===== config.mk =====
export PLATFORM = sky130hd
export DESIGN_NAME = aps_ctrl
export DESIGN_NICKNAME = d
export VERILOG_FILES = /design/src/hw/rtl/adaptive_pursuit_operator_selector_assert.svh /design/src/hw/rtl/aps_pkg.sv /design/src/hw/rtl/aps_ctrl.sv
export SDC_FILE = /design/constraint.sdc
export NUM_CORES = 1
export LEC_CHECK = 0
export BUFFER_PORTS_ARGS = -buffer_cell sky130_fd_sc_hd__buf_4
export CAP_MARGIN = 5
export CELL_PAD_IN_SITES_DETAIL_PLACEMENT = 0
export CELL_PAD_IN_SITES_GLOBAL_PLACEMENT = 1
export CORE_MARGIN = 2
export CORE_UTILIZATION = 33
export CTS_CLUSTER_SIZE = 14
export DETAILED_ROUTE_END_ITERATION = 6
export PLACE_DENSITY = 0.77
export SYNTH_ARGS = -nofsm -noshare
export SYNTH_HDL_FRONTEND = slang
export SYNTH_SLANG_ARGS = --single-unit

===== constraint.sdc =====
create_clock -name clk -period 1.5 [get_ports clk]
set_input_delay 0.075 -clock clk [delete_from_list [all_inputs] [get_ports clk]]
set_output_delay 0.075 -clock clk [all_outputs]
set_load 0.005 [all_outputs]

===== src/hw/rtl/adaptive_pursuit_operator_selector_assert.svh =====
// Assertion macros for the operator selector
`ifndef ADAPTIVE_PURSUIT_OPERATOR_SELECTOR_ASSERT_SVH
`define ADAPTIVE_PURSUIT_OPERATOR_SELECTOR_ASSERT_SVH
`ifndef SYNTH
`define APS_ASSERT_IMPL(label, clk, rst_n, ante, cons) \
    label: assert property (@(posedge clk) disable iff (!rst_n) (ante) |-> (cons)) \
        else $error("assertion failed");
`define APS_ASSERT_NEXT(label, clk, rst_n, ante, cons) \
    label: assert property (@(posedge clk) disable iff (!rst_n) (ante) |=> (cons)) \
        else $error("assertion failed");
`else
`define APS_ASSERT_IMPL(label, clk, rst_n, ante, cons)
`define APS_ASSERT_NEXT(label, clk, rst_n, ante, cons)
`endif
`endif


===== src/hw/rtl/aps_pkg.sv =====
package aps_pkg;
    localparam int MAX_OPS_DEF      = 8;
    localparam int WINDOW_DEPTH_DEF = 64;
    localparam int SCORE_BITS_DEF   = 24;
    localparam int PROB_BITS        = 17;
    localparam int RESET_PERIOD     = 20;
    localparam int WARMUP_FACTOR    = 5;
    localparam logic [16:0] PROB_ONE = 17'd65536;
    localparam logic CFG_COUNT  = 1'b0;
    localparam logic CFG_LENGTH = 1'b1;

    typedef struct packed {
        logic clear_acc;
        logic write_entry;
        logic scan_entry;
        logic worst_step;
        logic fill_step;
        logic min_step;
        logic reload;
        logic upd_step;
        logic advance;
    } cmd_t;

    typedef struct packed {
        logic warm_done;
        logic rd_last;
        logic op_last;
    } sts_t;
endpackage


===== src/hw/rtl/aps_ctrl.sv =====
module aps_ctrl
    import aps_pkg::*;
#(
    parameter int MAX_OPS = MAX_OPS_DEF
)
(
    input  logic                       clk,
    input  logic                       rst_n,
    input  logic                       in_fire,
    input  logic                       out_free,
    input  sts_t                       sts,
    output cmd_t                       cmd,
    output logic [$clog2(MAX_OPS)-1:0] op_sel,
    output logic                       busy,
    output logic                       emit
);
    localparam int OB = $clog2(MAX_OPS);
    localparam logic [3:0] S_IDLE  = 4'd0;
    localparam logic [3:0] S_WRITE = 4'd1;
    localparam logic [3:0] S_SCAN  = 4'd2;
    localparam logic [3:0] S_DRAIN = 4'd3;
    localparam logic [3:0] S_WORST = 4'd4;
    localparam logic [3:0] S_FILL  = 4'd5;
    localparam logic [3:0] S_MIN   = 4'd6;
    localparam logic [3:0] S_UPD   = 4'd7;
    localparam logic [3:0] S_EMIT  = 4'd8;
    localparam logic [3:0] S_RELOAD = 4'd9;

    logic [3:0] state_reg, state_next;
    logic [OB-1:0] sel_reg, sel_next;
    logic warm_reg, warm_next;

    assign op_sel = sel_reg;
    assign busy = state_reg != S_IDLE;
    assign emit = state_reg == S_EMIT && out_free;

    always_comb
    begin
        state_next = state_reg;
        sel_next = sel_reg;
        warm_next = warm_reg;
        cmd = '0;
        case (state_reg)
            S_IDLE:
                if (in_fire)
                begin
                    cmd.clear_acc = 1'b1;
                    warm_next = sts.warm_done;
                    state_next = S_WRITE;
                end
            S_WRITE:
            begin
                cmd.write_entry = 1'b1;
                state_next = warm_reg ? S_RELOAD : S_EMIT;
                sel_next = '0;
            end
            S_RELOAD:
            begin
                cmd.reload = 1'b1;
                state_next = S_SCAN;
            end
            S_SCAN:
            begin
                cmd.scan_entry = 1'b1;
                if (sts.rd_last) state_next = S_DRAIN;
            end
            S_DRAIN:
            begin
                sel_next = '0;
                state_next = S_WORST;
            end
            S_WORST:
            begin
                cmd.worst_step = 1'b1;
                sel_next = sts.op_last ? '0 : OB'(sel_reg + OB'(1));
                if (sts.op_last) state_next = S_FILL;
            end
            S_FILL:
            begin
                cmd.fill_step = 1'b1;
                sel_next = sts.op_last ? '0 : OB'(sel_reg + OB'(1));
                if (sts.op_last) state_next = S_MIN;
            end
            S_MIN:
            begin
                cmd.min_step = 1'b1;
                sel_next = sts.op_last ? '0 : OB'(sel_reg + OB'(1));
                if (sts.op_last) state_next = S_UPD;
            end
            S_UPD:
            begin
                cmd.upd_step = 1'b1;
                sel_next = sts.op_last ? '0 : OB'(sel_reg + OB'(1));
                if (sts.op_last) state_next = S_EMIT;
            end
            S_EMIT:
                if (out_free)
                begin
                    if (sel_reg == '0) cmd.advance = 1'b1;
                    sel_next = sts.op_last ? '0 : OB'(sel_reg + OB'(1));
                    if (sts.op_last) state_next = S_IDLE;
                end
            default: state_next = S_IDLE;
        endcase
    end

    always_ff @(posedge clk or negedge rst_n)
    begin
        if (!rst_n)
        begin
            state_reg <= S_IDLE;
            sel_reg <= '0;
            warm_reg <= 1'b0;
        end
        else
        begin
            state_reg <= state_next;
            sel_reg <= sel_next;
            warm_reg <= warm_next;
        end
    end
endmodule

-- Word-level counts from Yosys, hierarchy flattened
Cells that the tools add are included.
- register bits after elaboration: 8
- word-level logic and storage cells: 56
- equal/unequal tests: 17
- mux-type cells: 25
- reduce and logical (&&, ||, !) cells: 10
- add/subtract/negate cells: 1
- operator list (kind ; number):
    4-bit one-hot mux with 10 select lines ; 1
    4-bit 2-to-1 mux ; 8
    4-bit by 3-bit == test with 1-bit output, second input constant ; 4
    2-bit inequality test, second input constant ; 8
    1-bit 2-to-1 mux ; 13
    3-bit one-hot mux with 3 select lines ; 1
    4-bit by 2-bit == test with 1-bit output, second input constant ; 2
    4-bit == test, second input constant ; 2
    8-bit AND reduction ; 1
    3-bit 2-to-1 mux ; 2
    4-bit by 1-bit == test with 1-bit output, second input constant ; 1
    4-bit logical NOT ; 1
    2-bit AND reduction ; 2
    4-bit nonzero test ; 1
    4-bit OR reduction ; 1
    3-bit by 1-bit adder with 3-bit output, second input constant ; 1
    3-bit logical NOT ; 1
    3-bit nonzero test ; 1
    2-bit OR reduction ; 1
    1-bit logical AND ; 1

-- Longest topological paths before layout
- word-level depth: 4
- depth in mapped cells: 6

-- Worst setup path before layout
No wires, ideal clock.
- kind: register to register
- start: reg state_reg[1]
- end: reg warm_reg
- path slack: 0.188 ns
- stages on the path, launching flop included: 5
- library setup time: 0.127 ns
- arrival: 1.185 ns
- required time: 1.373 ns
- cells stage by stage: dfrtp_1 > buf_4 > nor2_1 > and3_4 > mux2_1
- word-level cells in the longest chain between the ends: 2
- RTL lines (what ; RTL line ; RTL):
    from (decl) ; aps_ctrl.sv:29 ; logic [3:0] state_reg, state_next;
    from (signal assigned) ; aps_ctrl.sv:117 ; state_reg <= state_next;
    4-bit logical NOT ; aps_ctrl.sv:43 ; case (state_reg)
    2-bit AND reduction (no source line) ; n/a ;
    to (signal assigned) ; aps_ctrl.sv:119 ; warm_reg <= warm_next;
    to (decl) ; aps_ctrl.sv:31 ; logic warm_reg, warm_next;
No other way between the ends.
A chain may end at the register's enable or synchronous reset.

-- Final worst setup path
- start: reg state_reg[0]
- end: out emit
- word-level cells in the longest chain between the ends: 2
- RTL lines (what ; RTL line ; RTL):
    4-bit == test ; aps_ctrl.sv:35 ; assign emit = state_reg == S_EMIT && out_free;
    1-bit logical AND ; aps_ctrl.sv:35 ;
    to (decl) ; aps_ctrl.sv:15 ; output logic emit
No other way between the ends.

==> results.py <==
metrics = {
    "global_routing": {
        "grt_usage_pct": 13.3,
        "globalRoute.totalOverflow": 0,
        "use_met1_pct": 20.3,
        "grt_max_degree": 9,
        "grtUsageMet3_pct": 1.19,
        "grt_pass1_wl_um": 1990,
        "antenna_found_initial": 0,
        "grt_pass1_vias": 469,
        "grt-busiest-layer": "met1",
        "grt.met2_usage_pct": 18.9,
    },
    "timing": {
        "post-route-min-period_ns": 1.47,
        "whs_ns": 0.0499,
        "final-setup-viol-count": 0,
        "rsz0062_at_grt": "yes",
        "max_slew_margin_pct": 83.0,
        "hold_viol": 0,
        "drv_slew": 0,
        "clock_skew_ns": 0.000727,
        "max_freq_ghz": 0.682,
        "tightest_slew_ns": 0.252,
        "post-route-period-util_pct": 97.7,
        "fin_tns_setup_ns": 0,
    },
    "detailed_routing": {
        "dr.pass1.iters": 4,
        "drc_errors": 0,
        "drtIter0Drc": 14,
        "vias": 505,
        "wl_um": 1210,
        "vias_per_cell": 4.81,
        "ant_nets": 0,
        "wl_per_cell_um": 11.5,
    },
    "worst_setup_path": {
        "path_common_cell": "buf_4",
        "crit_required_ns": 1.42,
        "cp_max_fo": 6,
        "cp_slowest_stage_delay_ns": 0.44,
        "startpoint_type": "flip-flop",
        "r2r_cells": 6,
        "cp.arrival_ns": 1.39,
        "crit_chain": "nor4b_4 > nand2_2 > buf_4 > clkinv_2 > buf_4",
        "cp_slowest_cell": "dfrtp_2",
        "critPathKind": "reg -> out",
        "end_kind": "primary output",
    },
    "cts": {
        "cts.clk_slew.worst_paths_ns": 0.05,
        "insertion_delay_ns": 0.24,
        "cts_max_level": 1,
        "cts.sinks": 8,
        "clk_path_buf_depth": 2,
        "cts_tree": "yes",
        "cts_buffers": 3,
        "cts_root_buffer": "clkbuf_4",
    },
    "floorplanning": {
        "rows": 14,
        "start_util_pct": 36.3,
        "die_x_um": 45.4,
        "core_mm2": 0.00156,
        "dieHeight_um": 45.4,
        "num_io_pins": 21,
        "die_area_mm2": 0.00206,
    },
    "layout": {
        "largest_reg_flops": 4,
        "layout-drive-gt1-share_pct": 47.2,
        "final.fill_count": 149,
        "final_cell_mix": "buf_4, nor2_1, nand2_1, nor3_1",
        "multi_input_area_um2": 317,
        "final_common_cell": "buf_4",
        "seqCellArea_um2": 205,
        "syn2layout_area_growth_pct": 39.6,
        "fin_nets": 100,
        "insertedDiodeCount": 0,
    },
    "job": {
        "maxCapViolations": 0,
    },
    "power_and_ir_drop": {
        "clkPwrFrac_pct": 10.9,
        "power_switching_uw": 559,
        "p_int_uw": 842,
        "p_per_area_mw_per_mm2": 1770,
        "ir_worst_vdd_mv": 0.865,
        "p_leak_uw": 0.000384,
        "p_seq_share_pct": 29.7,
        "switching_share_pct": 39.9,
        "power_frac_comb_pct": 59.4,
    },
    "place": {
        "place_congestion": 0.808,
        "portBuffers": 20,
        "dpl.hpwl_um": 940,
    },
    "logic_synthesis": {
        "yosys.area.top_type": "dfrtp_1",
        "synth_cell_type_count": 30,
        "syn_area_per_cell_um2": 8.98,
        "synth.top_cell.area_share_pct": 35.4,
        "synth_area_um2": 566,
        "syn-num-nets": 72,
        "postSynthCellCount": 63,
        "ys_ff_latch": 8,
        "ys_warn_count": 0,
        "ys_seq_area_share_pct": 35.4,
        "yosys-top-cells-area": "dfrtp_1, nor2_1, ha_1",
    },
    "worst_hold_path": {
        "holdPathStages": 2,
        "hp-class": "in -> reg",
    },
    "outcome": {
        "status": "finished clean",
    },
}
## final cells by class
type | instances | share of cell area (%)
timing repair buffer | 27 | 26.0
sequential | 8 | 26.0
inverter | 5 | 2.54
multi-input combinational | 46 | 40.1
tap | 16 | 2.54
clock buffer | 3 | 2.85
## cells by family (layout without fill, tap and decap cells)
family | after synthesis | in the layout | synth area share [%]
multiplexers | 3 | 3 | 6.42
XOR/XNOR | 1 | 1 | 1.55
buffers and inverters | 9 | 35 | 9.51
adder cells (fa/ha/maj) | 2 | 2 | 4.42
AND/OR/NAND/NOR | 29 | 29 | 28.5
AO/OA/AOI/OAI | 11 | 11 | 14.2
flip-flops | 8 | 8 | 35.4
## cells in the mapped netlist
cell type and number:
nor2_1 10, dfrtp_1 8, nand2_1 5, nor3_1 5
inv_1 4, a21oi_1 3, buf_4 3, ha_1 2
nand2b_1 2, a21o_1 1, a21oi_2 1, a22o_1 1
a22o_2 1, a311oi_1 1, a32o_1 1, and2_1 1
and3_4 1, buf_6 1, clkinv_2 1, mux2_1 1
mux2_4 1, mux2i_1 1, nand2_2 1, nor2_2 1
nor2b_1 1, nor3b_1 1, nor4b_4 1, o21ai_0 1
o22ai_1 1, xor2_1 1
## power by group through the flow
stage | Clock (uW) | Combinational (uW) | Sequential, uW
final | 153 | 832 | 416
after detailed placement | 0 | 776 | 430
after global placement | 0 | 791 | 424
after floorplan | 0 | 576 | 361
after CTS | 160 | 833 | 415
after global routing | 176 | 919 | 429
## repair_timing
| action | CTS | global route |
|---|---|---|
| setup buffers | 2 | 0 |
| endpoints found under the setup margin | 1 | 3 |
| pin swaps | 2 | 3 |
| resized for setup | 4 | 1 |
| endpoints found under the hold margin | 8 | 0 |
| hold buffers | 1 | 0 |
## routing by layer
layer | share of wire [%] | wire (um)
met3 | 3.1 | 37
met4 | 0 | 0
met2 | 46 | 550
met1 | 51 | 618
met5 | 0 | 0
## worst max-delay path, delay by kind of cell (launching register included)
| kind | cells | cell delay [ns] |
|---|---|---|
| simple gates | 2 | 0.42 |
| buf+inv | 3 | 0.30 |
| flops | 1 | 0.44 |
## per-stage QoR
stage          power (uW)  utilization [%]  worst slack, ns  cells  cell area [um2]
5_1_grt              1520             50.6          -0.0483    105              790
6_report             1400             50.6           0.0344    105              790
3_5_place_dp         1210             47.0            0.128     99              732
2_1_floorplan         937                -            0.188     63              566
3_3_place_gp         1220             47.0            0.150     99              732
4_1_cts              1410             50.3          0.00860    105              785
## worst paths after layout
check	slack, ns	startpoint	endpoint
hold reg to reg	0.51	warm_reg	warm_reg
max in group asynchronous	1.18	rst_n	state_reg[3]
setup / recovery	0.03	state_reg[0]	emit
min in group asynchronous	0.19	rst_n	warm_reg
hold / removal	0.05	sts[2]	warm_reg
setup reg to reg	0.04	state_reg[0]	op_sel[0]
(Power assumes the default switching activity.)
